--- config.mk ---
export PLATFORM = sky130hd
export DESIGN_NAME = rsqrt_estimate_double_top_flat
export DESIGN_NICKNAME = d
export VERILOG_FILES = /design/src/rsqe_pkg.sv /design/src/rsqe_if.sv /design/src/rsqe_classify.sv /design/src/rsqe_normalize.sv /design/src/rsqe_lookup.sv /design/src/rsqe_assemble.sv /design/src/rsqrt_estimate_double_top.sv /design/src/flat_wrapper.sv
export SDC_FILE = /design/constraint.sdc
export NUM_CORES = 1
export LEC_CHECK = 0
export ABC_CLOCK_PERIOD_IN_PS = 16620
export BUFFER_PORTS_ARGS = -buffer_cell sky130_fd_sc_hd__buf_4
export CAP_MARGIN = 10
export CORE_MARGIN = 2
export CORE_UTILIZATION = 40
export DETAILED_ROUTE_END_ITERATION = 7
export MAX_ROUTING_LAYER = met4
export PLACE_DENSITY = 0.54
export SLEW_MARGIN = 10
export SYNTH_ARGS = -nofsm -noshare
export SYNTH_HDL_FRONTEND = slang
export SYNTH_SLANG_ARGS = --single-unit
export TNS_END_PERCENT = 50
--- constraint.sdc ---
create_clock -name clk -period 16.62 [get_ports clk]
set_input_delay 0.831 -clock clk [delete_from_list [all_inputs] [get_ports clk]]
set_output_delay 0.831 -clock clk [all_outputs]
set_load 0.02 [all_outputs]
--- src/rsqe_pkg.sv ---
// rsqe_pkg: shared widths, stage payload types and the estimate tables
// for the reciprocal square root estimate pipeline. No dependencies.
package rsqe_pkg;

	localparam int WordW  = 64;
	localparam int FracW  = 52;
	localparam int ExpW   = 11;
	localparam int LzW    = 6;
	localparam int DistW  = 12;
	localparam int TopW   = 15;
	localparam int IdxW   = 5;
	localparam int BaseW  = 26;
	localparam int SlopeW = 11;
	localparam int LerpW  = 11;
	localparam int ProdW  = SlopeW + LerpW;

	localparam logic [WordW-1:0] DefQnan  = 64'h7FF8_0000_0000_0000;
	localparam logic [WordW-1:0] QuietBit = 64'h0008_0000_0000_0000;
	localparam logic [ExpW-1:0]  ExpMax   = 11'h7FF;
	localparam logic [DistW-1:0] ExpBase  = 12'd3068;

	// stage 1: classified operand, leading-zero count of the fraction
	typedef struct packed {
		logic              special;
		logic [WordW-1:0]  spec_bits;
		logic              denorm;
		logic [LzW-1:0]    lz;
		logic [FracW-1:0]  frac;
		logic [ExpW-1:0]   expo;
	} rsqe_s1_t;

	// stage 2: normalized top fraction bits and 3068 - e
	typedef struct packed {
		logic              special;
		logic [WordW-1:0]  spec_bits;
		logic [DistW-1:0]  edist;
		logic [TopW-1:0]   top;
	} rsqe_s2_t;

	// stage 3: table base, slope product and result exponent
	typedef struct packed {
		logic              special;
		logic [WordW-1:0]  spec_bits;
		logic [ExpW-1:0]   ex;
		logic [BaseW-1:0]  base;
		logic [ProdW-1:0]  prod;
	} rsqe_s3_t;

	function automatic logic [BaseW-1:0] base_lut(input logic [IdxW-1:0] idx);
		logic [BaseW-1:0] v;
		case (idx)
			5'd0:  v = 26'h3ffa000;
			5'd1:  v = 26'h3c29000;
			5'd2:  v = 26'h38aa000;
			5'd3:  v = 26'h3572000;
			5'd4:  v = 26'h3279000;
			5'd5:  v = 26'h2fb7000;
			5'd6:  v = 26'h2d26000;
			5'd7:  v = 26'h2ac0000;
			5'd8:  v = 26'h2881000;
			5'd9:  v = 26'h2665000;
			5'd10: v = 26'h2468000;
			5'd11: v = 26'h2287000;
			5'd12: v = 26'h20c1000;
			5'd13: v = 26'h1f12000;
			5'd14: v = 26'h1d79000;
			5'd15: v = 26'h1bf4000;
			5'd16: v = 26'h1a7e800;
			5'd17: v = 26'h17cb800;
			5'd18: v = 26'h1552800;
			5'd19: v = 26'h130c000;
			5'd20: v = 26'h10f2000;
			5'd21: v = 26'h0eff000;
			5'd22: v = 26'h0d2e000;
			5'd23: v = 26'h0b7c000;
			5'd24: v = 26'h09e5000;
			5'd25: v = 26'h0867000;
			5'd26: v = 26'h06ff000;
			5'd27: v = 26'h05ab800;
			5'd28: v = 26'h046a000;
			5'd29: v = 26'h0339800;
			5'd30: v = 26'h0218800;
			5'd31: v = 26'h0105800;
			default: v = '0;
		endcase
		return v;
	endfunction

	function automatic logic [SlopeW-1:0] slope_lut(input logic [IdxW-1:0] idx);
		logic [SlopeW-1:0] v;
		case (idx)
			5'd0:  v = 11'h7a4;
			5'd1:  v = 11'h700;
			5'd2:  v = 11'h670;
			5'd3:  v = 11'h5f2;
			5'd4:  v = 11'h584;
			5'd5:  v = 11'h524;
			5'd6:  v = 11'h4cc;
			5'd7:  v = 11'h47e;
			5'd8:  v = 11'h43a;
			5'd9:  v = 11'h3fa;
			5'd10: v = 11'h3c2;
			5'd11: v = 11'h38e;
			5'd12: v = 11'h35e;
			5'd13: v = 11'h332;
			5'd14: v = 11'h30a;
			5'd15: v = 11'h2e6;
			5'd16: v = 11'h568;
			5'd17: v = 11'h4f3;
			5'd18: v = 11'h48d;
			5'd19: v = 11'h435;
			5'd20: v = 11'h3e7;
			5'd21: v = 11'h3a2;
			5'd22: v = 11'h365;
			5'd23: v = 11'h32e;
			5'd24: v = 11'h2fc;
			5'd25: v = 11'h2d0;
			5'd26: v = 11'h2a8;
			5'd27: v = 11'h283;
			5'd28: v = 11'h261;
			5'd29: v = 11'h243;
			5'd30: v = 11'h226;
			5'd31: v = 11'h20b;
			default: v = '0;
		endcase
		return v;
	endfunction

endpackage

--- src/rsqe_if.sv ---
// rsqe_if: valid/ready channel interfaces for the operand and estimate beats.
// Depends on nothing.
interface rsqe_operand_if;
	logic        valid;
	logic        ready;
	logic [63:0] operand_bits;

	modport source (output valid, output operand_bits, input ready);
	modport sink   (input valid, input operand_bits, output ready);
endinterface

interface rsqe_estimate_if;
	logic        valid;
	logic        ready;
	logic [63:0] estimate_bits;

	modport source (output valid, output estimate_bits, input ready);
	modport sink   (input valid, input estimate_bits, output ready);
endinterface

--- src/rsqe_classify.sv ---
// rsqe_classify: stage 1, special-case detection and fraction leading-zero count.
// Depends on rsqe_pkg.
module rsqe_classify
	import rsqe_pkg::*;
(
	input  logic             clk,
	input  logic             arst_n,
	input  logic             up_valid,
	input  logic [WordW-1:0] up_bits,
	output logic             up_ready,
	output logic             dn_valid,
	output rsqe_s1_t         dn_data,
	input  logic             dn_ready
);

	logic             valid_s1;
	rsqe_s1_t         data_s1;
	rsqe_s1_t         cls;
	logic             sign;
	logic [ExpW-1:0]  expo;
	logic [FracW-1:0] frac;
	logic             found;

	assign sign = up_bits[WordW-1];
	assign expo = up_bits[WordW-2 -: ExpW];
	assign frac = up_bits[FracW-1:0];

	always_comb begin
		cls           = '0;
		cls.frac      = frac;
		cls.expo      = expo;
		cls.denorm    = (expo == '0);
		found         = 1'b0;
		// priority encode the first set fraction bit from the top
		for (int i = FracW - 1; i >= 0; i--) begin
			if (!found && frac[i]) begin
				cls.lz = LzW'(FracW - 1 - i);
				found  = 1'b1;
			end
		end
		if (expo == '0 && frac == '0) begin
			cls.special   = 1'b1;
			cls.spec_bits = {sign, ExpMax, {FracW{1'b0}}};
		end else if (expo == ExpMax) begin
			cls.special = 1'b1;
			if (frac == '0) begin
				cls.spec_bits = sign ? DefQnan : '0;
			end else begin
				cls.spec_bits = up_bits | QuietBit;
			end
		end else if (sign) begin
			cls.special   = 1'b1;
			cls.spec_bits = DefQnan;
		end
	end

	assign up_ready = !valid_s1 || dn_ready;

	always_ff @(posedge clk or negedge arst_n) begin
		if (!arst_n) begin
			valid_s1 <= 1'b0;
		end else if (up_ready) begin
			valid_s1 <= up_valid;
		end
	end

	always_ff @(posedge clk) begin
		if (up_ready && up_valid) begin
			data_s1 <= cls;
		end
	end

	assign dn_valid = valid_s1;
	assign dn_data  = data_s1;

endmodule

--- src/rsqe_normalize.sv ---
// rsqe_normalize: stage 2, denormal shift and exponent distance 3068 - e.
// Depends on rsqe_pkg.
module rsqe_normalize
	import rsqe_pkg::*;
(
	input  logic     clk,
	input  logic     arst_n,
	input  logic     up_valid,
	input  rsqe_s1_t up_data,
	output logic     up_ready,
	output logic     dn_valid,
	output rsqe_s2_t dn_data,
	input  logic     dn_ready
);

	logic             valid_s2;
	rsqe_s2_t         data_s2;
	rsqe_s2_t         nrm;
	logic [LzW-1:0]   sh;
	logic [FracW-1:0] fn;

	// a denormal shifts until the hidden bit lands at bit 52; e ends at -lz
	assign sh = up_data.lz + LzW'(1);

	always_comb begin
		nrm           = '0;
		nrm.special   = up_data.special;
		nrm.spec_bits = up_data.spec_bits;
		if (up_data.denorm) begin
			fn        = up_data.frac << sh;
			nrm.edist = ExpBase + DistW'(up_data.lz);
		end else begin
			fn        = up_data.frac;
			nrm.edist = ExpBase - DistW'(up_data.expo);
		end
		nrm.top = fn[FracW-1 -: TopW];
	end

	assign up_ready = !valid_s2 || dn_ready;

	always_ff @(posedge clk or negedge arst_n) begin
		if (!arst_n) begin
			valid_s2 <= 1'b0;
		end else if (up_ready) begin
			valid_s2 <= up_valid;
		end
	end

	always_ff @(posedge clk) begin
		if (up_ready && up_valid) begin
			data_s2 <= nrm;
		end
	end

	assign dn_valid = valid_s2;
	assign dn_data  = data_s2;

endmodule

--- src/rsqe_lookup.sv ---
// rsqe_lookup: stage 3, table row select, base fetch and slope multiply.
// Depends on rsqe_pkg.
module rsqe_lookup
	import rsqe_pkg::*;
(
	input  logic     clk,
	input  logic     arst_n,
	input  logic     up_valid,
	input  rsqe_s2_t up_data,
	output logic     up_ready,
	output logic     dn_valid,
	output rsqe_s3_t dn_data,
	input  logic     dn_ready
);

	logic              valid_s3;
	rsqe_s3_t          data_s3;
	rsqe_s3_t          lk;
	logic [IdxW-1:0]   idx;
	logic [SlopeW-1:0] slope;

	// parity of e equals parity of 3068 - e; even e selects the upper half
	assign idx   = {~up_data.edist[0], up_data.top[TopW-1 -: IdxW-1]};
	assign slope = slope_lut(idx);

	always_comb begin
		lk           = '0;
		lk.special   = up_data.special;
		lk.spec_bits = up_data.spec_bits;
		lk.ex        = up_data.edist[DistW-1:1];
		lk.base      = base_lut(idx);
		lk.prod      = {{LerpW{1'b0}}, slope} * {{SlopeW{1'b0}}, up_data.top[LerpW-1:0]};
	end

	assign up_ready = !valid_s3 || dn_ready;

	always_ff @(posedge clk or negedge arst_n) begin
		if (!arst_n) begin
			valid_s3 <= 1'b0;
		end else if (up_ready) begin
			valid_s3 <= up_valid;
		end
	end

	always_ff @(posedge clk) begin
		if (up_ready && up_valid) begin
			data_s3 <= lk;
		end
	end

	assign dn_valid = valid_s3;
	assign dn_data  = data_s3;

endmodule

--- src/rsqe_assemble.sv ---
// rsqe_assemble: stage 4, base minus product and final word select into
// the output register. Depends on rsqe_pkg.
module rsqe_assemble
	import rsqe_pkg::*;
(
	input  logic             clk,
	input  logic             arst_n,
	input  logic             up_valid,
	input  rsqe_s3_t         up_data,
	output logic             up_ready,
	output logic             dn_valid,
	output logic [WordW-1:0] dn_bits,
	input  logic             dn_ready
);

	logic             valid_s4;
	logic [WordW-1:0] bits_s4;
	logic [BaseW-1:0] f;
	logic [WordW-1:0] word;

	assign f = up_data.base - {{(BaseW-ProdW){1'b0}}, up_data.prod};

	always_comb begin
		if (up_data.special) begin
			word = up_data.spec_bits;
		end else begin
			word = {1'b0, up_data.ex, f, {(FracW-BaseW){1'b0}}};
		end
	end

	assign up_ready = !valid_s4 || dn_ready;

	always_ff @(posedge clk or negedge arst_n) begin
		if (!arst_n) begin
			valid_s4 <= 1'b0;
		end else if (up_ready) begin
			valid_s4 <= up_valid;
		end
	end

	always_ff @(posedge clk) begin
		if (up_ready && up_valid) begin
			bits_s4 <= word;
		end
	end

	assign dn_valid = valid_s4;
	assign dn_bits  = bits_s4;

endmodule

--- src/rsqrt_estimate_double_top.sv ---
// rsqrt_estimate_double_top: reciprocal square root estimate for binary64.
// Depends on rsqe_pkg, rsqe_if and the four rsqe stage modules.
//
// Usage:
//   operand  - sink channel; one beat carries a binary64 bit pattern.
//   estimate - source channel; one beat carries the estimate bit pattern.
//   Every operand beat yields exactly one estimate beat, in order.
//   Path: an accepted operand passes through four register stages in order
//   (classify/leading-zero count, normalize shift, table lookup and slope
//   multiply, subtract and assemble) before its estimate is valid.
//   Throughput: one beat per cycle while estimate.ready stays high; each stage
//   holds one beat and frees itself as soon as the next stage takes it.
//   Special operands (zero, infinity, NaN, negative) travel down the same
//   four stages with their result chosen in stage 1.
//   Reset: arst_n clears all stage valid bits; data registers are not reset.
//   Stall: when estimate.ready is low the output stage holds its beat, and
//   the stall walks back stage by stage only through occupied stages, so up
//   to four beats sit in flight before operand.ready drops. No beat is lost
//   or repeated.
module rsqrt_estimate_double_top
	import rsqe_pkg::*;
(
	input  logic                   clk,
	input  logic                   arst_n,
	rsqe_operand_if.sink           operand,
	rsqe_estimate_if.source        estimate
);

	logic     v1, v2, v3;
	logic     r1, r2, r3;
	rsqe_s1_t d1;
	rsqe_s2_t d2;
	rsqe_s3_t d3;

	// stage 1: classify and count leading zeros
	rsqe_classify u_classify (
		.clk      (clk),
		.arst_n   (arst_n),
		.up_valid (operand.valid),
		.up_bits  (operand.operand_bits),
		.up_ready (operand.ready),
		.dn_valid (v1),
		.dn_data  (d1),
		.dn_ready (r1)
	);

	// stage 2: normalize denormals, form 3068 - e
	rsqe_normalize u_normalize (
		.clk      (clk),
		.arst_n   (arst_n),
		.up_valid (v1),
		.up_data  (d1),
		.up_ready (r1),
		.dn_valid (v2),
		.dn_data  (d2),
		.dn_ready (r2)
	);

	// stage 3: fetch table row and multiply the slope
	rsqe_lookup u_lookup (
		.clk      (clk),
		.arst_n   (arst_n),
		.up_valid (v2),
		.up_data  (d2),
		.up_ready (r2),
		.dn_valid (v3),
		.dn_data  (d3),
		.dn_ready (r3)
	);

	// stage 4: subtract, select, drive the output register
	rsqe_assemble u_assemble (
		.clk      (clk),
		.arst_n   (arst_n),
		.up_valid (v3),
		.up_data  (d3),
		.up_ready (r3),
		.dn_valid (estimate.valid),
		.dn_bits  (estimate.estimate_bits),
		.dn_ready (estimate.ready)
	);

`ifndef ASSERT_OFF
	// a ready sink lets every stage advance, so the input must be open
	a_ready_chain: assert property (@(posedge clk) disable iff (!arst_n)
		estimate.ready |-> operand.ready)
		else $error("operand not ready while estimate sink is ready");

	// a negative result can only be -inf or a NaN carried through
	a_sign_special: assert property (@(posedge clk) disable iff (!arst_n)
		(estimate.valid && estimate.estimate_bits[63])
		|-> (estimate.estimate_bits[62:52] == ExpMax))
		else $error("negative estimate that is not infinity or NaN");

	// finite nonzero estimates have exponent (3068 - e) / 2 for e in -51..2046
	a_exp_range: assert property (@(posedge clk) disable iff (!arst_n)
		(estimate.valid && estimate.estimate_bits[62:52] != '0
			&& estimate.estimate_bits[62:52] != ExpMax)
		|-> (estimate.estimate_bits[62:52] >= 11'd511
			&& estimate.estimate_bits[62:52] <= 11'd1559))
		else $error("estimate exponent out of range");
`endif

endmodule

--- src/flat_wrapper.sv ---
// flat-port wrapper written by rule: the top's interface ports become plain ports
module rsqrt_estimate_double_top_flat import rsqe_pkg::*;
  (clk, arst_n, operand_valid, operand_operand_bits, operand_ready, estimate_valid, estimate_estimate_bits, estimate_ready);
  rsqe_operand_if operand_i ();
  rsqe_estimate_if estimate_i ();
  input  logic clk;
  input  logic arst_n;
  input wire logic [$bits(operand_i.valid)-1:0] operand_valid;
  input wire logic [$bits(operand_i.operand_bits)-1:0] operand_operand_bits;
  output wire logic [$bits(operand_i.ready)-1:0] operand_ready;
  output wire logic [$bits(estimate_i.valid)-1:0] estimate_valid;
  output wire logic [$bits(estimate_i.estimate_bits)-1:0] estimate_estimate_bits;
  input wire logic [$bits(estimate_i.ready)-1:0] estimate_ready;
  assign operand_i.valid = operand_valid;
  assign operand_i.operand_bits = operand_operand_bits;
  assign operand_ready = operand_i.ready;
  assign estimate_valid = estimate_i.valid;
  assign estimate_estimate_bits = estimate_i.estimate_bits;
  assign estimate_i.ready = estimate_ready;
  rsqrt_estimate_double_top u_core (.clk(clk), .arst_n(arst_n), .operand(operand_i), .estimate(estimate_i));
endmodule
==> out/metrics.yaml <==
drt:
  dr_wl_met2_um: 26700
  routed.top_layer: "met4"
  drt_iter0_drc: 1075
  drt-pass1-iter-count: 5
  ant_nets: 0
  avgRoutedWirePerCell_um: 20.6
  drc: 0
  vias_per_cell: 5.36
  wl_met3_um: 3300
  met1_length_um: 25100
  wirelength_um: 56300
  dr_total_vias: 14700
synthesis:
  synth_flop_cell: "edfxtp_1"
  async_flop_share: 0.00980
  synth-edff-count: 404
  synth_fa_ha_area_frac: 0.118
  ys.warnings.count: 0
  synth_xor_area_frac: 0.0213
  synth_compound_area_frac: 0.0785
  syn_area_sq_um: 22900
  synth_fp_nets: 2066
  yosys_register_bits: 408
  seq_area_frac_synth: 0.534
  synthSimpleGateAreaFrac: 0.124
  syn_avg_cell_area_sq_um: 12.5
  yosysUniqueCellTypes: 72
  ys_top_cells_by_area: "edfxtp_1 (53%), fa_1 (7.1%), mux4_2 (5.6%)"
  synth_top_cell_by_area: "edfxtp_1"
  synth_mux_area_frac: 0.0837
  synth_top_area_frac: 0.529
  synth_top_family_by_area: "simple AND/OR/NAND/NOR gates"
  netlist_instances: 1831
critical_path:
  slowest_delay_ns: 0.80
  cp_cell_sequence: "inv_1 > ha_1 > inv_1 > ha_1 > mux2_2 > o21ai_1 > nand2_1 > fa_1 > fa_1 > fa_1 > inv_1 > fa_1 > fa_1 > ha_1 > o21a_1 > o2111ai_1 > a2111oi_0 > nor4_1 > o21bai_1 > a21oi_1 > xnor2_1"
  crit_top_cell: "fa_1"
  crit_path_start_kind: "register"
  cp_slowest_cell: "o21ai_1"
  crit_start: "u_core.u_normalize.dn_data[12]$_DFFE_PP_"
  r2r-start: "u_core.u_normalize.dn_data[12]$_DFFE_PP_"
  crit_type: "reg2reg"
  required_ns: 16.93
  arrival_ns: 7.82
  path_max_fanout: 17
  end_kind: "register"
  r2r_setup_slack_ns: 9.11
cts:
  clock_sinks: 408
  cts.reportedPaths.clkPinSlew_ns: 0.06
  cts_tree: "yes"
  cts_root_buf: "clkbuf_16"
  post_cts_buffers: 0
  clk_path_buf_depth: 3
  ctsResizeCount: 0
  clk_latency_ns: 0.57
  cts_max_level: 2
  cts_buffers: 45
  hold_buffers: 0
cells_and_area:
  syn2layout_area_growth_pct: 14.5
  final_cell_area_sq_um: 26200
  instances_no_fill: 2741
  layout.nets: 2178
  final_util: 0.464
  drive_gt1_frac: 0.169
worst_hold_path:
  hold_class: "in2async"
power:
  leakagePower_nw: 10.1
  total_power_mw: 4.83
  power_density_nw_per_um2: 184
  peakVddDrop_uv: 238
sta:
  hold_ws_ns: 0.0404
  rsz0062_at_grt: "no"
  worst_slack_ns: 9.11
  finalHoldViolations: 0
  final_max_slew_viol_count: 0
  clock.fmax_ghz: 0.133
  tightest_slew_ns: 1.16
  layout_min_cycle_time_ns: 7.51
  period_share: 0.452
  setup_viol: 0
  slew_headroom: 0.229
  finalClockSkew_ns: 0.0165
  finalSetupTns_ns: 0
placement:
  placed_area_sq_um: 24700
  globalplace.congestion: 0.896
  dp_worst_setup_slack_ns: 9.10
  io_buffers: 133
  dp.final_hpwl_um: 41700
  placed_cells: 2652
global_route:
  antenna_found_initial: 4
  grt_pass1_wl_um: 87700
  grt_pass1_vias: 14800
  grt_overflow: 0
  grt_usage: 0.198
  grt_max_degree: 89
run_status:
  status: "complete, no violations"
floorplan:
  num_rows: 87
  die_x_um: 243
  io_pins: 134
  die_area_sq_um: 59200
  fp.coreArea_sq_um: 56500
  initial_core_util: 0.406
  die_y_um: 243
job:
  max_cap_viol_count: 0
flip-flops by register name, indices dropped and copies added (netlist names):
signal	count
u_core.u_assemble.dn_bits	64
u_core.u_normalize.dn_valid	1
u_core.u_lookup.dn_valid	1
u_core.u_lookup.dn_data	113
u_core.u_classify.dn_valid	1
u_core.u_assemble.dn_valid	1
u_core.u_classify.dn_data	135
u_core.u_normalize.dn_data	92
synthesized netlist by cell type, types with 4 or more instances:
cell type,number
xnor2_1,35
fa_1,81
nand4_1,6
dfrtp_1,4
and2_1,141
o21bai_1,9
clkbuf_1,67
a41oi_1,4
nor3_1,23
edfxtp_1,404
inv_1,136
buf_2,12
or3_1,19
nor2b_1,7
nand2b_1,12
o21a_1,9
a311o_1,4
and3_1,5
mux4_2,57
o311ai_0,9
nor4_1,21
o221ai_1,4
nand3_1,28
buf_1,5
a21oi_1,76
o31ai_1,9
buf_4,10
mux2_2,19
ha_1,86
nand2_1,170
a31oi_1,14
a21o_1,9
a211oi_1,13
o21ai_0,94
mux2i_1,42
o22ai_1,4
xor2_1,19
nor2_1,108
routing by layer:
metal | GRT usage | vias up
met2 | 0.312 | 429
met4 | 0.0509 | 0
met5 | - | -
met1 | 0.266 | 7308
met3 | 0.0347 | 78
li1 | - | 6871
power breakdown:
| group | switching [mW] | internal [mW] |
|---|---|---|
| combinational | 1.34 | 0.997 |
| sequential | 0.0749 | 1.41 |
| clock | 0.412 | 0.593 |
layout by cell type, fill, tap and decap left out, types with 11 or more instances in the layout:
cell type,instances
a211oi_1,13
a21oi_1,75
a31oi_1,14
and2_1,138
buf_4,160
clkbuf_16,46
clkinv_2,11
edfxtp_1,404
fa_1,81
ha_1,85
inv_1,136
mux2_2,19
mux2i_1,42
mux4_2,57
nand2_1,170
nand2b_1,12
nand3_1,28
nor2_1,108
nor3_1,23
nor4_1,21
o21ai_0,91
or3_1,19
xnor2_1,33
xor2_1,19
cell families (layout without fill, tap and decap cells):
| logic type | count (synthesis) | after routing |
|---|---|---|
| AOI/OAI and AO/OA | 288 | 288 |
| adders and majority gates | 167 | 167 |
| xor gates and xnor gates | 55 | 55 |
| and+or+nand+nor | 564 | 564 |
| muxes | 118 | 118 |
| buffers and inverters | 231 | 380 |
| DFF | 408 | 408 |
| other | 0 | 5 |
critical path, delay by kind of cell (launching register included):
| kind | cells | cell delay (ns) |
|---|---|---|
| buffers and inverters | 3 | 0.49 |
| AND/OR/NAND/NOR | 2 | 0.61 |
| AO/OA/AOI/OAI | 6 | 1.75 |
| adder cells (fa/ha/maj) | 8 | 3.42 |
| multiplexers | 1 | 0.27 |
| flip-flops | 1 | 0.64 |
| XOR/XNOR | 1 | 0.08 |
path summary, 6_finish.rpt:
kind | endpoint | cells past startpoint
hold / removal | u_core.u_classify.dn_valid$_DFFE_PN0N_ | 1
hold reg to reg | u_core.u_normalize.dn_data[69]$_DFFE_PP_ | 0
setup reg to reg | u_core.u_lookup.dn_data[21]$_DFFE_PP_ | 21
min in group clk | u_core.u_normalize.dn_data[69]$_DFFE_PP_ | 0
max in group asynchronous | u_core.u_normalize.dn_valid$_DFFE_PN0P_ | 1
setup / recovery | u_core.u_lookup.dn_data[21]$_DFFE_PP_ | 21
area by class of cell:
type / instances / area (sq um)
fillers: 5130 / 30300
flip-flops and latches: 408 / 12200
inverters: 136 / 510
clock inverters: 27 / 299
repair buffers: 160 / 1200
clock buffers: 57 / 1230
diodes: 5 / 12.5
well taps: 756 / 946
multi-input cells: 1192 / 9800
(Power assumes the default switching activity.)
